$ cat config.mk
export PLATFORM = sky130hd
export DESIGN_NAME = horspool_substring_search_core
export DESIGN_NICKNAME = d
export VERILOG_FILES = /design/src/hdl/hss_pkg.sv /design/src/hdl/hss_ram.sv /design/src/hdl/horspool_substring_search_core.sv
export SDC_FILE = /design/constraint.sdc
export NUM_CORES = 2
export LEC_CHECK = 0
export ABC_AREA = 0
export BUFFER_PORTS_ARGS = -buffer_cell sky130_fd_sc_hd__buf_2
export CAP_MARGIN = 10
export CORE_ASPECT_RATIO = 0.7
export CORE_MARGIN = 1.5
export CORE_UTILIZATION = 50
export DETAILED_ROUTE_END_ITERATION = 10
export GPL_ROUTABILITY_DRIVEN = 0
export HOLD_SLACK_MARGIN = 0.12
export PLACE_DENSITY = 0.63
export SETUP_SLACK_MARGIN = 0.15
export SKIP_LAST_GASP = 1
export SLEW_MARGIN = 30
export SYNTH_ARGS = -nofsm -noshare
export SYNTH_HDL_FRONTEND = slang
export SYNTH_SLANG_ARGS = --single-unit
$ cat constraint.sdc
create_clock -name i_clk -period 54.9 [get_ports i_clk]
set_input_delay 16.47 -clock i_clk [delete_from_list [all_inputs] [get_ports i_clk]]
set_output_delay 16.47 -clock i_clk [all_outputs]
set_load 0.005 [all_outputs]
$ cat src/hdl/hss_pkg.sv
`timescale 1ns / 1ps
`default_nettype none

package hss_pkg;

    // Needle store depth and width of the haystack position counter.
    localparam int NEEDLE_MAX    = 32;
    localparam int POSITION_BITS = 32;

    // Field widths.
    localparam int BYTE_W   = 8;
    localparam int ALPHABET = 1 << BYTE_W;
    localparam int FUNC_W   = 2;
    localparam int OFFSET_W = 32;
    localparam int LEN_W    = $clog2(NEEDLE_MAX + 1);
    localparam int QCNT_W   = 2;

    typedef logic [BYTE_W-1:0]        t_byte;
    typedef logic [FUNC_W-1:0]        t_func;
    typedef logic [LEN_W-1:0]         t_len;
    typedef logic [POSITION_BITS-1:0] t_pos;
    typedef logic [OFFSET_W-1:0]      t_offset;
    typedef logic [QCNT_W-1:0]        t_qcnt;

    // Input function codes carried on tuser.
    localparam t_func FUNC_NEEDLE   = 2'd0;
    localparam t_func FUNC_HAYSTACK = 2'd1;
    localparam t_func FUNC_RESTART  = 2'd2;

    // Result kinds carried on tuser.
    localparam logic EV_MATCH = 1'b0;
    localparam logic EV_END   = 1'b1;

    // One result transaction.
    typedef struct packed {
        logic    ev;
        t_offset offset;
        logic    last;
    } t_result;

endpackage

`default_nettype wire

$ cat src/hdl/hss_ram.sv
`timescale 1ns / 1ps
`default_nettype none

module hss_ram #(
    parameter int DATA_W = 8,
    parameter int DEPTH  = 256
) (
    input  wire logic                     i_clk,
    input  wire logic                     i_we,
    input  wire logic [$clog2(DEPTH)-1:0] i_waddr,
    input  wire logic [DATA_W-1:0]        i_wdata,
    input  wire logic [$clog2(DEPTH)-1:0] i_raddr,
    output logic      [DATA_W-1:0]        o_rdata
);

    logic [DATA_W-1:0] r_mem [DEPTH];

    // Single write port, registered read port.
    always_ff @(posedge i_clk) begin
        if (i_we) begin
            r_mem[i_waddr] <= i_wdata;
        end
        o_rdata <= r_mem[i_raddr];
    end

endmodule

`default_nettype wire

$ cat src/hdl/horspool_substring_search_core.sv
// Needle, restart and unused-function transactions complete on acceptance.
// A haystack byte first has its skip table memory read issued on acceptance,
// then the window compare and countdown update run once the data returns.
// Up to two results wait in a two-entry output queue; a haystack byte stalls
// in its evaluation state only while the queue lacks room for its results.
// Synchronous active-low reset empties the queue and invalidates the skip table.
`timescale 1ns / 1ps
`default_nettype none

module horspool_substring_search_core (
    input  wire logic        i_clk,
    input  wire logic        i_rst_n,
    input  wire logic        s_axis_tvalid,
    output logic             s_axis_tready,
    input  wire logic [7:0]  s_axis_tdata,   // [7:0] data_byte
    input  wire logic [1:0]  s_axis_tuser,   // [1:0] func
    input  wire logic        s_axis_tlast,   // final_byte
    output logic             m_axis_tvalid,
    input  wire logic        m_axis_tready,
    output logic      [31:0] m_axis_tdata,   // [31:0] match_offset
    output logic      [0:0]  m_axis_tuser,   // [0] event_res
    output logic             m_axis_tlast    // last_of_run
);

    typedef enum logic {
        ST_IDLE,
        ST_EVAL
    } t_state;

    t_state r_state, n_state;

    // Search state.
    logic                               r_loading, n_loading;
    hss_pkg::t_len                      r_needle_len, n_needle_len;
    hss_pkg::t_len                      r_fill, n_fill;
    hss_pkg::t_len                      r_countdown, n_countdown;
    hss_pkg::t_pos                      r_pos, n_pos;
    logic [hss_pkg::ALPHABET-1:0]       r_occ_vld, n_occ_vld;
    logic                               r_occ_hit, n_occ_hit;
    logic                               r_fin, n_fin;

    // Needle (newest byte at entry 0) and haystack window (newest at entry 0).
    hss_pkg::t_byte r_needle_sr [hss_pkg::NEEDLE_MAX];
    hss_pkg::t_byte n_needle_sr [hss_pkg::NEEDLE_MAX];
    hss_pkg::t_byte r_window    [hss_pkg::NEEDLE_MAX];
    hss_pkg::t_byte n_window    [hss_pkg::NEEDLE_MAX];

    // Output queue.
    hss_pkg::t_result r_q [2];
    hss_pkg::t_result n_q [2];
    hss_pkg::t_qcnt   r_cnt, n_cnt;

    // Skip table memory.
    logic           ram_we;
    hss_pkg::t_byte ram_waddr;
    hss_pkg::t_len  ram_wdata;
    hss_pkg::t_byte ram_raddr;
    hss_pkg::t_len  ram_rdata;

    logic           in_acc;
    logic           out_acc;
    logic           window_eq;
    hss_pkg::t_len  occ;
    hss_pkg::t_len  skip;
    hss_pkg::t_len  fill_eff;
    hss_pkg::t_len  len_new;
    logic           do_cmp;
    logic           is_match;
    logic [1:0]     n_push;
    logic           go;
    hss_pkg::t_result res [2];
    hss_pkg::t_qcnt cnt_after_pop;
    hss_pkg::t_pos  match_pos;

    hss_ram #(
        .DATA_W (hss_pkg::LEN_W),
        .DEPTH  (hss_pkg::ALPHABET)
    ) u_occ_ram (
        .i_clk   (i_clk),
        .i_we    (ram_we),
        .i_waddr (ram_waddr),
        .i_wdata (ram_wdata),
        .i_raddr (ram_raddr),
        .o_rdata (ram_rdata)
    );

    assign in_acc        = s_axis_tvalid && s_axis_tready;
    assign out_acc       = m_axis_tvalid && m_axis_tready;
    assign s_axis_tready = (r_state == ST_IDLE);
    assign m_axis_tvalid = (r_cnt != '0);
    assign m_axis_tdata  = r_q[0].offset;
    assign m_axis_tuser  = r_q[0].ev;
    assign m_axis_tlast  = r_q[0].last;

    // While a haystack byte waits for queue room, keep reading its own entry.
    assign ram_raddr = (r_state == ST_EVAL) ? r_window[0] : s_axis_tdata;

    // Window against the aligned needle, only over the needle length.
    always_comb begin
        window_eq = 1'b1;
        for (int k = 0; k < hss_pkg::NEEDLE_MAX; k++) begin
            if ((hss_pkg::t_len'(k) < r_needle_len) && (r_needle_sr[k] != r_window[k])) begin
                window_eq = 1'b0;
            end
        end
    end

    // Horspool skip from the last byte of the alignment.
    always_comb begin
        occ = r_occ_hit ? ram_rdata : '0;
        if (occ == '0) begin
            skip = r_needle_len;
        end else if (occ >= r_needle_len) begin
            skip = hss_pkg::t_len'(1);
        end else begin
            skip = r_needle_len - occ;
        end
    end

    // Results of the haystack byte under evaluation.
    always_comb begin
        do_cmp    = (r_needle_len != '0) && (r_countdown == '0);
        is_match  = do_cmp && window_eq;
        match_pos = r_pos - hss_pkg::t_pos'(r_needle_len - hss_pkg::t_len'(1));
        n_push    = {1'b0, is_match} + {1'b0, r_fin};
        res[0]    = '0;
        res[1]    = '0;
        if (is_match) begin
            res[0].ev     = hss_pkg::EV_MATCH;
            res[0].offset = hss_pkg::t_offset'(match_pos);
            res[0].last   = !r_fin;
            res[1].ev     = hss_pkg::EV_END;
            res[1].last   = 1'b1;
        end else begin
            res[0].ev     = hss_pkg::EV_END;
            res[0].last   = 1'b1;
        end
        go = ({1'b0, r_cnt} + {1'b0, n_push}) <= 3'd2;
    end

    // Next-state logic.
    always_comb begin
        n_state      = r_state;
        n_loading    = r_loading;
        n_needle_len = r_needle_len;
        n_fill       = r_fill;
        n_countdown  = r_countdown;
        n_pos        = r_pos;
        n_occ_vld    = r_occ_vld;
        n_occ_hit    = r_occ_hit;
        n_fin        = r_fin;
        n_needle_sr  = r_needle_sr;
        n_window     = r_window;
        ram_we       = 1'b0;
        ram_waddr    = s_axis_tdata;
        fill_eff     = r_loading ? r_fill : '0;
        len_new      = r_needle_len;
        ram_wdata    = fill_eff + hss_pkg::t_len'(1);

        // Output queue: pop the head first, then append.
        n_q[0]        = r_q[0];
        n_q[1]        = r_q[1];
        cnt_after_pop = r_cnt;
        if (out_acc) begin
            n_q[0]        = r_q[1];
            cnt_after_pop = r_cnt - hss_pkg::t_qcnt'(1);
        end
        n_cnt = cnt_after_pop;

        case (r_state)
            ST_IDLE: begin
                if (in_acc) begin
                    case (s_axis_tuser)
                        hss_pkg::FUNC_NEEDLE: begin
                            // A new needle clears the table in one go.
                            if (!r_loading) begin
                                n_occ_vld = '0;
                                n_loading = 1'b1;
                                len_new   = '0;
                            end
                            if (fill_eff < hss_pkg::t_len'(hss_pkg::NEEDLE_MAX)) begin
                                n_needle_sr[0] = s_axis_tdata;
                                for (int k = 1; k < hss_pkg::NEEDLE_MAX; k++) begin
                                    n_needle_sr[k] = r_needle_sr[k-1];
                                end
                                if (!s_axis_tlast) begin
                                    ram_we                  = 1'b1;
                                    n_occ_vld[s_axis_tdata] = 1'b1;
                                end
                                n_fill = fill_eff + hss_pkg::t_len'(1);
                                if (s_axis_tlast) begin
                                    len_new = fill_eff + hss_pkg::t_len'(1);
                                end
                            end else begin
                                n_fill = fill_eff;
                                if (s_axis_tlast) begin
                                    len_new = '0;
                                end
                            end
                            if (s_axis_tlast) begin
                                n_loading = 1'b0;
                            end
                            n_needle_len = len_new;
                            n_pos        = '0;
                            n_countdown  = (len_new != '0) ? len_new - hss_pkg::t_len'(1) : '0;
                        end
                        hss_pkg::FUNC_HAYSTACK: begin
                            n_window[0] = s_axis_tdata;
                            for (int k = 1; k < hss_pkg::NEEDLE_MAX; k++) begin
                                n_window[k] = r_window[k-1];
                            end
                            n_occ_hit = r_occ_vld[s_axis_tdata];
                            n_fin     = s_axis_tlast;
                            n_state   = ST_EVAL;
                        end
                        hss_pkg::FUNC_RESTART: begin
                            n_pos       = '0;
                            n_countdown = (r_needle_len != '0) ?
                                          r_needle_len - hss_pkg::t_len'(1) : '0;
                        end
                        default: begin
                        end
                    endcase
                end
            end
            ST_EVAL: begin
                if (go) begin
                    if (r_needle_len != '0) begin
                        if (r_countdown == '0) begin
                            if (is_match) begin
                                n_countdown = r_needle_len - hss_pkg::t_len'(1);
                            end else begin
                                n_countdown = skip - hss_pkg::t_len'(1);
                            end
                        end else begin
                            n_countdown = r_countdown - hss_pkg::t_len'(1);
                        end
                    end
                    if (r_pos != '1) begin
                        n_pos = r_pos + hss_pkg::t_pos'(1);
                    end
                    if (r_fin) begin
                        n_pos       = '0;
                        n_countdown = (r_needle_len != '0) ?
                                      r_needle_len - hss_pkg::t_len'(1) : '0;
                    end
                    // Append the results behind whatever is still queued.
                    if (n_push != 2'd0) begin
                        n_q[cnt_after_pop[0]] = res[0];
                    end
                    if (n_push == 2'd2) begin
                        n_q[1] = res[1];
                    end
                    n_cnt   = cnt_after_pop + hss_pkg::t_qcnt'(n_push);
                    n_state = ST_IDLE;
                end
            end
            default: begin
                n_state = ST_IDLE;
            end
        endcase
    end

    // State and registered outputs.
    always_ff @(posedge i_clk) begin
        if (!i_rst_n) begin
            r_state      <= ST_IDLE;
            r_loading    <= 1'b0;
            r_needle_len <= '0;
            r_fill       <= '0;
            r_countdown  <= '0;
            r_pos        <= '0;
            r_occ_vld    <= '0;
            r_cnt        <= '0;
        end else begin
            r_state      <= n_state;
            r_loading    <= n_loading;
            r_needle_len <= n_needle_len;
            r_fill       <= n_fill;
            r_countdown  <= n_countdown;
            r_pos        <= n_pos;
            r_occ_vld    <= n_occ_vld;
            r_cnt        <= n_cnt;
        end
        r_occ_hit   <= n_occ_hit;
        r_fin       <= n_fin;
        r_needle_sr <= n_needle_sr;
        r_window    <= n_window;
        r_q         <= n_q;
    end

endmodule

`default_nettype wire
==> impl_metrics.yaml <==
status:
  status: "finished, final reports clean"
timing:
  post-route-min-period_ns: 21.02
  hold_violations: 0
  fin_skew_ns: 0.0703
  slew_headroom_pct: 28.9
  fmax_ghz: 0.0476
  period_share_pct: 38.3
  tns_ns: 0
  rsz0062_at_grt: "false"
  slew_violations: 0
  worstMarginPinSlew_ns: 1.06
  finalSetupViolCount: 0
floorplan:
  die_h_um: 373
  core_um2: 194000
  dieWidth_um: 531
  initial_utilization_pct: 50.4
  floorplan.rows: 135
  fp.dieArea_um2: 198000
  ios: 51
final_layout:
  fillers: 15000
  seq_area_um2: 69600
  nets: 5971
  multi_input_area_um2: 26600
  stdcell_count: 8681
  layout-drive-gt1-share_pct: 16.1
  utilization_pct: 55.6
  area_growth_pct: 10.5
logic_synthesis:
  syn_nets: 5952
  yosys-top-cells-count: "2084 x edfxtp_1, 465 x mux4_2, 365 x nand2_1"
  synthArstFlopShare_pct: 0
  synth_cell_types: 71
  synth_area_per_cell_um2: 16.6
  ys_seq_area_share_pct: 71.3
  yosysTopAreaCell: "edfxtp_1"
  yosys_warnings: 0
  yosysMostFrequentCell: "edfxtp_1"
  netlist_area_um2: 97600
  syn-instance-count: 5880
  synth_edf_count: 2084
  synth.area.top_cells: "edfxtp_1 64%, mux4_2 11%, dfxtp_1 7.2%, xor2_1 2.1%, a21oi_1 1.9%"
  synth_top_cell_area_share_pct: 64.1
  synth_ff_type: "edfxtp_1"
  synth-seq-cells: 2434
setup_path:
  arrival_ns: 21.79
  critical-path-slowest-cell: "buf_4"
  required_ns: 55.67
  cp_slowest_stage_delay_ns: 0.74
  crit_chain: "buf_6 -> mux2i_4 -> buf_6 -> buf_4 -> buf_16 -> buf_4 -> mux4_2 -> and2_1 -> a211oi_1 -> a31oi_1 -> a21oi_1 -> a21oi_1 -> a32oi_1 -> nand2_1"
  endpoint_kind: "flip-flop"
  cp-start-kind: "input port"
  cp_max_fo: 42
  criticalPathCategory: "in2reg"
global_route:
  grt_pass1_vias: 51600
  grt_pass1_wl_um: 355000
  overflow: 0
  antenna_found_initial: 8
  grt_use_total_pct: 24.2
  grt_max_degree: 201
placed_design:
  placed_cells: 8269
  dpl.hpwl_um: 145000
  place.port_buffers: 50
clock_network:
  cts.sinks: 2434
  root_buffer: "clkbuf_16"
  hold_buffers: 0
  cts_tree: "yes"
  cts_setup_buffers: 0
  clock_path_buffers: 4
  clock_latency_ns: 0.90
  numCtsBuffers: 227
  clk_pin_slew_ns: 0.06
  htreeDepth: 4
  cts_resized: 0
power_and_ir_drop:
  p_leak_nw: 35.1
  ir_drop_mv: 0.0286
  power_density_nw_per_um2: 35.1
routing:
  first_pass_iters: 6
  drt-total-wl_um: 241000
  vias: 53200
  drc_errors: 0
  ant_nets: 0
  wl_per_cell_um: 27.7
  drt_iter0_drc: 6707
  viasPerCell: 6.13
hold_path:
  hold_path_class: "reg2reg"
job:
  drv_cap: 0
[sequential cells by signal, summed over array words and instances, names as in the netlist]
register and flops:
m_axis_tuser 1, m_axis_tlast 1, r_q 34, m_axis_tdata 32, u_occ_ram.o_rdata 6, r_state 1, r_fill 6, r_cnt 2
r_window 256, r_needle_sr 256, r_pos 32, r_fin 1, r_loading 1, r_countdown 6, r_needle_len 6, r_occ_hit 1
r_occ_vld 256, u_occ_ram.r_mem 1536
[area by class of cell]
type / instances / share of cell area, %
flip-flops and latches: 2434 / 64.6
multi-input cells: 3059 / 24.7
clock buffers: 317 / 5.86
well taps: 2603 / 3.02
repair buffers: 145 / 1.08
clock inverters: 89 / 0.695
inverters: 32 / 0.118
diodes: 2 / 0.00464
[power by group]
| group | total (mW) | leakage, nW | switching [mW] | internal, mW |
|---|---|---|---|---|
| clock | 1.53 | 3.46 | 0.678 | 0.855 |
| combinational | 0.218 | 8.72 | 0.141 | 0.0764 |
| sequential | 2.03 | 22.9 | 0.0164 | 2.01 |
[metal layers]
| metal | global-route usage, % | wire length [um] | vias to the layer above |
|---|---|---|---|
| li1 | - | - | 22800 |
| met2 | 33.3 | 102000 | 2342 |
| met1 | 39.4 | 111000 | 27700 |
| met3 | 4.92 | 22900 | 306 |
| met4 | 5.42 | 4790 | 0 |
| met5 | 0 | 0 | - |
[worst paths after layout]
kind	slack, ns	cells after the start	from	endpoint
worst max-delay path	33.88	14	s_axis_tdata[0]	u_occ_ram.o_rdata[3]
worst min-delay path	0.42	0	r_needle_sr[214]	r_needle_sr[206]
worst max register to register	47.42	21	r_needle_len[0]	r_pos[26]
worst min register to register	0.42	0	r_needle_sr[214]	r_needle_sr[206]
[stage by stage]
stage / worst slack, ns / power (mW) / cell area, um2 / hold slack, ns
final: 33.88 / 3.78 / 108000 / 0.417
after CTS: 33.41 / 3.80 / 108000 / 0.411
after floorplan: 18.36 / 2.22 / 97600 / 0.447
after global routing: 33.37 / 3.88 / 108000 / 0.422
after global placement: 32.48 / 2.28 / 101000 / 0.451
after detailed placement: 32.45 / 2.28 / 101000 / 0.454
[layout by cell type (no fill, tap or decap), types with 52 or more instances in the layout]
master     Yosys  layout
buf_4         36      79
dfxtp_1      350     350
a211oi_1     120     119
nand2_1      365     364
xnor2_1       93      91
nor2_1       340     325
and2_1       113     111
clkbuf_1     235      69
edfxtp_1    2084    2084
o21ai_0       70      69
a31oi_1       57      57
mux4_2       465     465
ha_1          54      52
xor2_1       237     237
nand3_1       77      73
a21oi_1      364     364
clkbuf_16      0     235
nor2b_1      273     272
nor4_1        58      57
[logic make-up after synthesis]
family | synth area share, %
flops | 71.3
fa+ha+maj | 0.754
xor+xnor | 2.96
buf+inv | 1.71
compound gates | 5.30
simple gates | 6.73
mux | 11.2
[critical path, delay by kind of cell]
family / cells / cell delay, ns
AO/OA/AOI/OAI: 5 / 1.49
buffers and inverters: 5 / 2.29
multiplexers: 2 / 1.19
AND/OR/NAND/NOR: 2 / 0.25
Power figures use the tool's default switching activity.
